### src/design/p1tfc_pkg.sv
// Package for the P1 telegram frame checker: character codes, status codes,
// CRC constants and the hex digit decoder. No dependencies.
`timescale 1ns / 1ps
`default_nettype none
package p1tfc_pkg;

	localparam logic [7:0]  START_CHAR = 8'h2F;
	localparam logic [7:0]  MARK_CHAR  = 8'h21;
	localparam logic [7:0]  LF_CHAR    = 8'h0A;
	localparam logic [15:0] CRC_INIT   = 16'h0000;
	localparam logic [15:0] CRC_POLY   = 16'hA001;
	localparam logic [15:0] MAX_LEN_RESET = 16'd2048;
	localparam logic [2:0]  HEX_DIGITS = 3'd4;

	typedef enum logic [1:0] {
		ST_OK         = 2'd0,
		ST_NO_START   = 2'd1,
		ST_INCOMPLETE = 2'd2,
		ST_MISMATCH   = 2'd3
	} status_t;

	// Characters that are not hex digits decode as zero.
	function automatic logic [3:0] hex_value(input logic [7:0] c);
		logic [7:0] d;
		d = 8'h00;
		priority if (c >= 8'h30 && c <= 8'h39) begin
			d = c - 8'h30;
		end else if (c >= 8'h41 && c <= 8'h46) begin
			d = c - 8'h41 + 8'd10;
		end else if (c >= 8'h61 && c <= 8'h66) begin
			d = c - 8'h61 + 8'd10;
		end else begin
			d = 8'h00;
		end
		return d[3:0];
	endfunction

endpackage
`default_nettype wire

### src/design/p1tfc_crc16.sv
// Byte-wide CRC-16/ARC update (reflected polynomial), purely combinational.
// Depends on p1tfc_pkg for the polynomial.
`timescale 1ns / 1ps
`default_nettype none
module p1tfc_crc16
	import p1tfc_pkg::*;
(
	input  wire logic [15:0] crc_in,
	input  wire logic [7:0]  data,
	output logic      [15:0] crc_out
);

	always_comb begin
		logic [15:0] c;
		c = crc_in ^ {8'h00, data};
		for (int i = 0; i < 8; i++) begin
			if (c[0]) begin
				c = (c >> 1) ^ CRC_POLY;
			end else begin
				c = c >> 1;
			end
		end
		crc_out = c;
	end

endmodule
`default_nettype wire

### config.mk
export PLATFORM = sky130hd
export DESIGN_NAME = p1tfc_crc16
export DESIGN_NICKNAME = d
export VERILOG_FILES = /design/src/design/p1tfc_pkg.sv /design/src/design/p1tfc_crc16.sv
export SDC_FILE = /design/constraint.sdc
export NUM_CORES = 1
export LEC_CHECK = 0
export BUFFER_PORTS_ARGS = -buffer_cell sky130_fd_sc_hd__clkbuf_2
export CORE_AREA = 2 2 39 41
export DETAILED_ROUTE_END_ITERATION = 10
export DIE_AREA = 0 0 41 43
export PLACE_DENSITY_LB_ADDON = 0.3
export SLEW_MARGIN = 40
export SYNTH_ARGS = -nofsm -noshare
export SYNTH_HDL_FRONTEND = slang
export SYNTH_SLANG_ARGS = --single-unit
### constraint.sdc
create_clock -name vclk -period 3.6
set_input_delay 0.72 -clock vclk [all_inputs]
set_output_delay 0.72 -clock vclk [all_outputs]
set_load 0.03 [all_outputs]
==> impl_metrics.env, run 1 <==
export IMPL_outcome="finished clean"
export IMPL_grt_pass1_wl_um=738
export IMPL_drv_slew=0
export IMPL_nets=80
export IMPL_grt_use_total=0.0550
export IMPL_ant_nets=0
export IMPL_n_sequential_cell=0
export IMPL_fin_crit_sh=0.783
export IMPL_num_rows=14
export IMPL_grt_max_degree=4
export IMPL_die_h_um=43
export IMPL_route_vias_total=257
export IMPL_dp_slack_ns=0.775
export IMPL_hold_class="in -> out"
export IMPL_fin_total_pwr_mw=0.242
export IMPL_hold_viol=0
export IMPL_setup_slack_ns=0.781
export IMPL_tightest_slew_ns=0.430
export IMPL_drc_errors=0
export IMPL_syn_num_nets=53
export IMPL_core_area_um2=1380
export IMPL_dieArea_um2=1760
export IMPL_io_pins=40
export IMPL_portBuffers=30
export IMPL_wl_per_cell_um=8.03
export IMPL_setup_viol=0
export IMPL_diodes=0
export IMPL_path_max_fanout=3
export IMPL_crit_type="in -> out"
export IMPL_leakage_nw=0.218
export IMPL_antenna_found_initial=0
export IMPL_drive_gt1_frac=0.611
export IMPL_n_clock_buffer=0
export IMPL_synth_seq_area_share=0
export IMPL_max_freq_mhz=355
export IMPL_max_slew_margin_rel=0.712
export IMPL_synth_cells=29
export IMPL_startpoint="data[4]"
export IMPL_drtIter0Drc=0
export IMPL_arrival_ns=2.10
export IMPL_cellPowerDensity_nw_per_um2=580
export IMPL_gp_congestion=0.599
export IMPL_final_cell_mix="clkbuf_2 (30), xnor2_1 (14), xor2_1 (6)"
export IMPL_period_needed_ns=2.82
export IMPL_min_from="crc_in[12]"
export IMPL_rsz0062_at_grt="false"
export IMPL_chipWidth_um=41
export IMPL_grt_pass1_vias=205
export IMPL_cts_resized=0
export IMPL_critPathRequiredTime_ns=2.88
export IMPL_final_common_cell="clkbuf_2"
export IMPL_dr_pass1_iters=1
export IMPL_ys_warnings_count=0
export IMPL_post_cts_repair_setup_buffers=0
export IMPL_postCtsHoldBufs=0
export IMPL_synth_area_um2=284
export IMPL_slowest_stage="xnor3_1"
export IMPL_max_stage_delay_ns=0.37
export IMPL_worst_setup_path_end_kind="output pin"
export IMPL_vias_per_cell=3.67
export IMPL_ys_types=5
export IMPL_area_growth_pct=46.7
export IMPL_syn_avg_cell_area_um2=9.79
export IMPL_dpl_hpwl_um=543
export IMPL_cp_cell_sequence="clkbuf_2 > xnor2_1 > xnor2_1 > xnor2_2 > xnor3_1 > clkbuf_2"
export IMPL_drt_wl_total_um=562
export IMPL_start_util=0.205
export IMPL_start_kind="input pin"
export IMPL_vdd_drop_max_v=0.000197
export IMPL_ff_latch_area_um2=0
export IMPL_drv_cap=0
export IMPL_setup_tns_ns=0
export IMPL_grt_remaining_overflow=0
[per-layer routing]
metal / track usage / part of all wire
met4: 0 / 0
met1: 0.0635 / 0.40
met3: 0.0105 / 0.21
met5: 0 / 0
met2: 0.103 / 0.40
[Yosys cell counts]
| cell | instances | area share |
|---|---|---|
| buf_4 | 5 | 0.13 |
| xnor2_1 | 14 | 0.43 |
| xnor2_2 | 3 | 0.17 |
| xnor3_1 | 1 | 0.079 |
| xor2_1 | 6 | 0.19 |
[metrics by stage]
step / cell area, um2 / util / cells / hold WS (ns)
final: 417 / 0.301 / 70 / 1.44
after global routing: 417 / 0.301 / 70 / 1.44
after CTS: 417 / 0.301 / 70 / 1.44
after detailed placement: 417 / 0.301 / 70 / 1.44
after global placement: 417 / 0.301 / 70 / 1.44
after floorplan: 284 / - / 29 / 1.57
[final cells by class]
type,count,area (um2)
tap,16,20.0
fill,150,967
timing repair buffer,30,150
multi-input combinational,24,246
[path summary, 6_finish.rpt]
kind,endpoint,slack (ns),depth (start not counted)
max,crc_out[0],0.78,6
min,crc_out[4],1.44,0
[critical path, delay by kind of cell]
kind                   cells  cell delay (ns)
buffers and inverters      2             0.27
XOR/XNOR                   4             1.10
[cells by family after synthesis]
| kind of cell | Yosys count | share of synthesized area |
|---|---|---|
| XOR/XNOR | 24 | 0.868 |
| buffers and inverters | 5 | 0.132 |
[power by group]
group	switching, mW	leakage [nW]	internal (mW)
clock network	0	0	0
registers	0	0	0
logic	0.154	0.218	0.0875
Note: power is estimated with default switching activity, not from simulation.
==> run 2, diff against run 1 <==
==> constraint.sdc (replaced) <==
create_clock -name vclk -period 2.7
set_input_delay 0.54 -clock vclk [all_inputs]
set_output_delay 0.54 -clock vclk [all_outputs]
set_load 0.03 [all_outputs]
==> impl_metrics.env, run 2 (synthesized netlist as in run 1, its figures left out) <==
export IMPL_core_area_um2=1380
export IMPL_final_common_cell="clkbuf_2"
export IMPL_setup_slack_ns=0.247
export IMPL_area_growth_pct=54.6
export IMPL_nets=81
export IMPL_portBuffers=30
export IMPL_arrival_ns=1.91
export IMPL_n_clock_buffer=0
export IMPL_route_vias_total=257
export IMPL_cellPowerDensity_nw_per_um2=749
export IMPL_drv_cap=0
export IMPL_die_h_um=43
export IMPL_grt_pass1_vias=175
export IMPL_vdd_drop_max_v=0.000308
export IMPL_hold_viol=0
export IMPL_drt_wl_total_um=553
export IMPL_grt_max_degree=4
export IMPL_max_slew_margin_rel=0.752
export IMPL_grt_remaining_overflow=0
export IMPL_dr_pass1_iters=1
export IMPL_dp_slack_ns=0.229
export IMPL_leakage_nw=0.230
export IMPL_grt_use_total=0.0503
export IMPL_antenna_found_initial=0
export IMPL_drtIter0Drc=0
export IMPL_hold_class="in -> out"
export IMPL_period_needed_ns=2.45
export IMPL_vias_per_cell=3.62
export IMPL_outcome="finished clean"
export IMPL_dpl_hpwl_um=548
export IMPL_worst_setup_path_end_kind="output pin"
export IMPL_crit_type="in -> out"
export IMPL_path_max_fanout=3
export IMPL_grt_pass1_wl_um=690
export IMPL_start_util=0.205
export IMPL_post_cts_repair_setup_buffers=0
export IMPL_gp_congestion=0.613
export IMPL_num_rows=14
export IMPL_max_freq_mhz=408
export IMPL_fin_crit_sh=0.908
export IMPL_critPathRequiredTime_ns=2.16
export IMPL_diodes=0
export IMPL_chipWidth_um=41
export IMPL_drv_slew=0
export IMPL_io_pins=40
export IMPL_setup_viol=0
export IMPL_wl_per_cell_um=7.79
export IMPL_tightest_slew_ns=0.370
export IMPL_ant_nets=0
export IMPL_drive_gt1_frac=0.655
export IMPL_cts_resized=0
export IMPL_setup_tns_ns=0
export IMPL_start_kind="input pin"
export IMPL_postCtsHoldBufs=0
export IMPL_dieArea_um2=1760
export IMPL_rsz0062_at_grt="false"
export IMPL_final_cell_mix="clkbuf_2 (30), xnor2_1 (13), xor2_1 (5)"
export IMPL_n_sequential_cell=0
export IMPL_ff_latch_area_um2=0
export IMPL_drc_errors=0
-- run 2: where the power goes --
part	internal [mW]	switching, mW
registers	0	0
logic	0.121	0.208
clock network	0	0
-- run 2: final cells by class --
class                      count  area (um2)
fill                         151         945
multi-input combinational     24         262
timing repair buffer          31         158
tap                           16        20.0
-- run 2: metal layers --
layer	track usage	vias up	share of wire
li1	-	134	-
met1	0.0581	96	0.38
met2	0.0906	27	0.41
met3	0.0157	0	0.21
met4	0	0	0
met5	0	-	0
-- run 2: path summary, 6_finish.rpt --
kind | endpoint | startpoint | cells past startpoint
setup / recovery | crc_out[0] | data[3] | 6
hold / removal | crc_out[4] | crc_in[12] | 0
-- run 2: critical path: stages --
cell and delay, ns:
clkbuf_2 0.08, xor2_1 0.31, xnor2_2 0.14, xnor2_2 0.28, xnor3_1 0.36, clkbuf_2 0.19
-- run 2: per-stage QoR --
step | hold slack, ns | power [mW] | utilization | cell area, um2 | instances
CTS | 1.08 | 0.332 | 0.317 | 439 | 71
detailed placement | 1.08 | 0.332 | 0.317 | 439 | 71
global route | 1.08 | 0.348 | 0.317 | 439 | 71
floorplan | 1.21 | 0.262 | - | 299 | 29
finish | 1.08 | 0.329 | 0.317 | 439 | 71
global placement | 1.08 | 0.332 | 0.317 | 439 | 71
==> run 3, diff against run 2 <==
--- a/config.mk
+++ b/config.mk
@@ -6,9 +6,9 @@
 export NUM_CORES = 1
 export LEC_CHECK = 0
 export BUFFER_PORTS_ARGS = -buffer_cell sky130_fd_sc_hd__clkbuf_2
-export CORE_AREA = 2 2 39 41
+export CORE_AREA = 3 3 40 42
 export DETAILED_ROUTE_END_ITERATION = 10
-export DIE_AREA = 0 0 41 43
+export DIE_AREA = 0 0 43 45
 export PLACE_DENSITY_LB_ADDON = 0.3
 export SLEW_MARGIN = 40
 export SYNTH_ARGS = -nofsm -noshare
==> constraint.sdc (replaced) <==
create_clock -name vclk -period 2.7
set_input_delay 0.54 -clock vclk [all_inputs]
set_output_delay 0.54 -clock vclk [all_outputs]
set_load 0.02 [all_outputs]
==> impl_metrics.env, run 3 (synthesized netlist as in run 1, its figures left out) <==
export IMPL_outcome="finished clean"
export IMPL_drtIter0Drc=0
export IMPL_drc_errors=0
export IMPL_p_clk_frac=0
export IMPL_whs_path_depth=0
export IMPL_wl_per_cell_um=8.19
export IMPL_dp_slack_ns=0.263
export IMPL_cellPowerDensity_nw_per_um2=652
export IMPL_min_from="crc_in[9]"
export IMPL_gp_congestion=0.574
export IMPL_nets=81
export IMPL_ant_nets=0
export IMPL_n_clock_buffer=0
export IMPL_fin_total_pwr_mw=0.276
export IMPL_drive_gt1_frac=0.618
export IMPL_leakage_nw=0.223
export IMPL_core_area_um2=1280
export IMPL_grt_use_total=0.0582
export IMPL_ff_latch_area_um2=0
export IMPL_arrival_ns=1.86
export IMPL_switching_power_mw=0.157
export IMPL_setup_tns_ns=0
export IMPL_n_sequential_cell=0
export IMPL_die_h_um=45
export IMPL_grt_pass1_wl_um=931
export IMPL_internal_power_mw=0.118
export IMPL_grt_max_degree=4
export IMPL_max_slew_margin_rel=0.786
export IMPL_route_vias_total=265
export IMPL_vdd_drop_max_v=0.000239
export IMPL_max_freq_mhz=417
export IMPL_io_pins=40
export IMPL_final_common_cell="clkbuf_2"
export IMPL_final_cell_mix="clkbuf_2 (30), xnor2_1 (14), xor2_1 (6)"
export IMPL_met3_length_um=91
export IMPL_wl_met1_um=170
export IMPL_multi_input_area_um2=246
export IMPL_chipWidth_um=43
export IMPL_num_rows=13
export IMPL_start_kind="input pin"
export IMPL_setup_slack_ns=0.304
export IMPL_rsz0062_at_grt="false"
export IMPL_crit_type="in -> out"
export IMPL_hold_class="in -> out"
export IMPL_dpl_instance_area_um2=423
export IMPL_worst_setup_path_end_kind="output pin"
export IMPL_antenna_found_initial=0
export IMPL_period_needed_ns=2.40
export IMPL_hold_viol=0
export IMPL_dpl_hpwl_um=582
export IMPL_cts_resized=0
export IMPL_diodes=0
export IMPL_dieArea_um2=1940
export IMPL_grt_remaining_overflow=0
export IMPL_n_fill_cell=146
export IMPL_top_layer="met4"
export IMPL_post_cts_repair_setup_buffers=0
export IMPL_swShare=0.571
export IMPL_power_frac_comb=1.000
export IMPL_fin_crit_sh=0.887
export IMPL_hold_path_end="crc_out[1]"
export IMPL_portBuffers=30
export IMPL_vias_per_cell=3.79
export IMPL_routed_wl_met2_um=306
export IMPL_seqPwrFrac=0
export IMPL_setup_viol=0
export IMPL_area_growth_pct=48.9
export IMPL_grt_pass1_vias=242
export IMPL_drv_slew=0
export IMPL_critPathRequiredTime_ns=2.16
export IMPL_path_max_fanout=3
export IMPL_dr_pass1_iters=1
export IMPL_tightest_slew_ns=0.319
export IMPL_drv_cap=0
export IMPL_postCtsHoldBufs=0
export IMPL_design_area_um2=423
export IMPL_start_util=0.221
export IMPL_drt_wl_total_um=573
run 3: cell counts in the layout (fill, tap and decap cells not counted):
No cell type changed its count.
run 3: layout make-up:
class | instances | area share
Multi-Input combinational cell | 24 | 0.583
Timing Repair Buffer | 31 | 0.373
Tap cell | 15 | 0.0444
run 3: how the worst max path moves through the flow:
stage / startpoint / to / cells after the start
6_report: data[4] / crc_out[0] / 6
3_5_place_dp: data[4] / crc_out[0] / 6
3_3_place_gp: data[4] / crc_out[0] / 6
5_1_grt: data[4] / crc_out[0] / 6
4_1_cts: data[4] / crc_out[0] / 6
2_1_floorplan: data[3] / crc_out[0] / 4
run 3: metal layers:
layer / global-route usage / up-vias
met5: 0 / -
met1: 0.0600 / 114
met4: 0.00602 / 0
met2: 0.123 / 14
li1: - / 135
met3: 0.0120 / 2
run 3: metrics by stage:
stage | util | hold WS [ns] | std cells
6_report | 0.329 | 1.08 | 70
5_1_grt | 0.329 | 1.08 | 70
2_1_floorplan | - | 1.19 | 29
4_1_cts | 0.329 | 1.08 | 70
3_5_place_dp | 0.329 | 1.08 | 70
3_3_place_gp | 0.329 | 1.08 | 70
run 3: power groups by stage:
stage	registers, mW	logic (mW)	clock network [mW]
detailed placement	0	0.280	0
global route	0	0.298	0
CTS	0	0.281	0
global placement	0	0.278	0
finish	0	0.276	0
floorplan	0	0.207	0
run 3: critical path, stage by stage:
cell and delay [ns]:
clkbuf_2 0.08, xnor2_1 0.26, xnor2_1 0.17, xnor2_2 0.28, xnor3_1 0.35, clkbuf_2 0.16
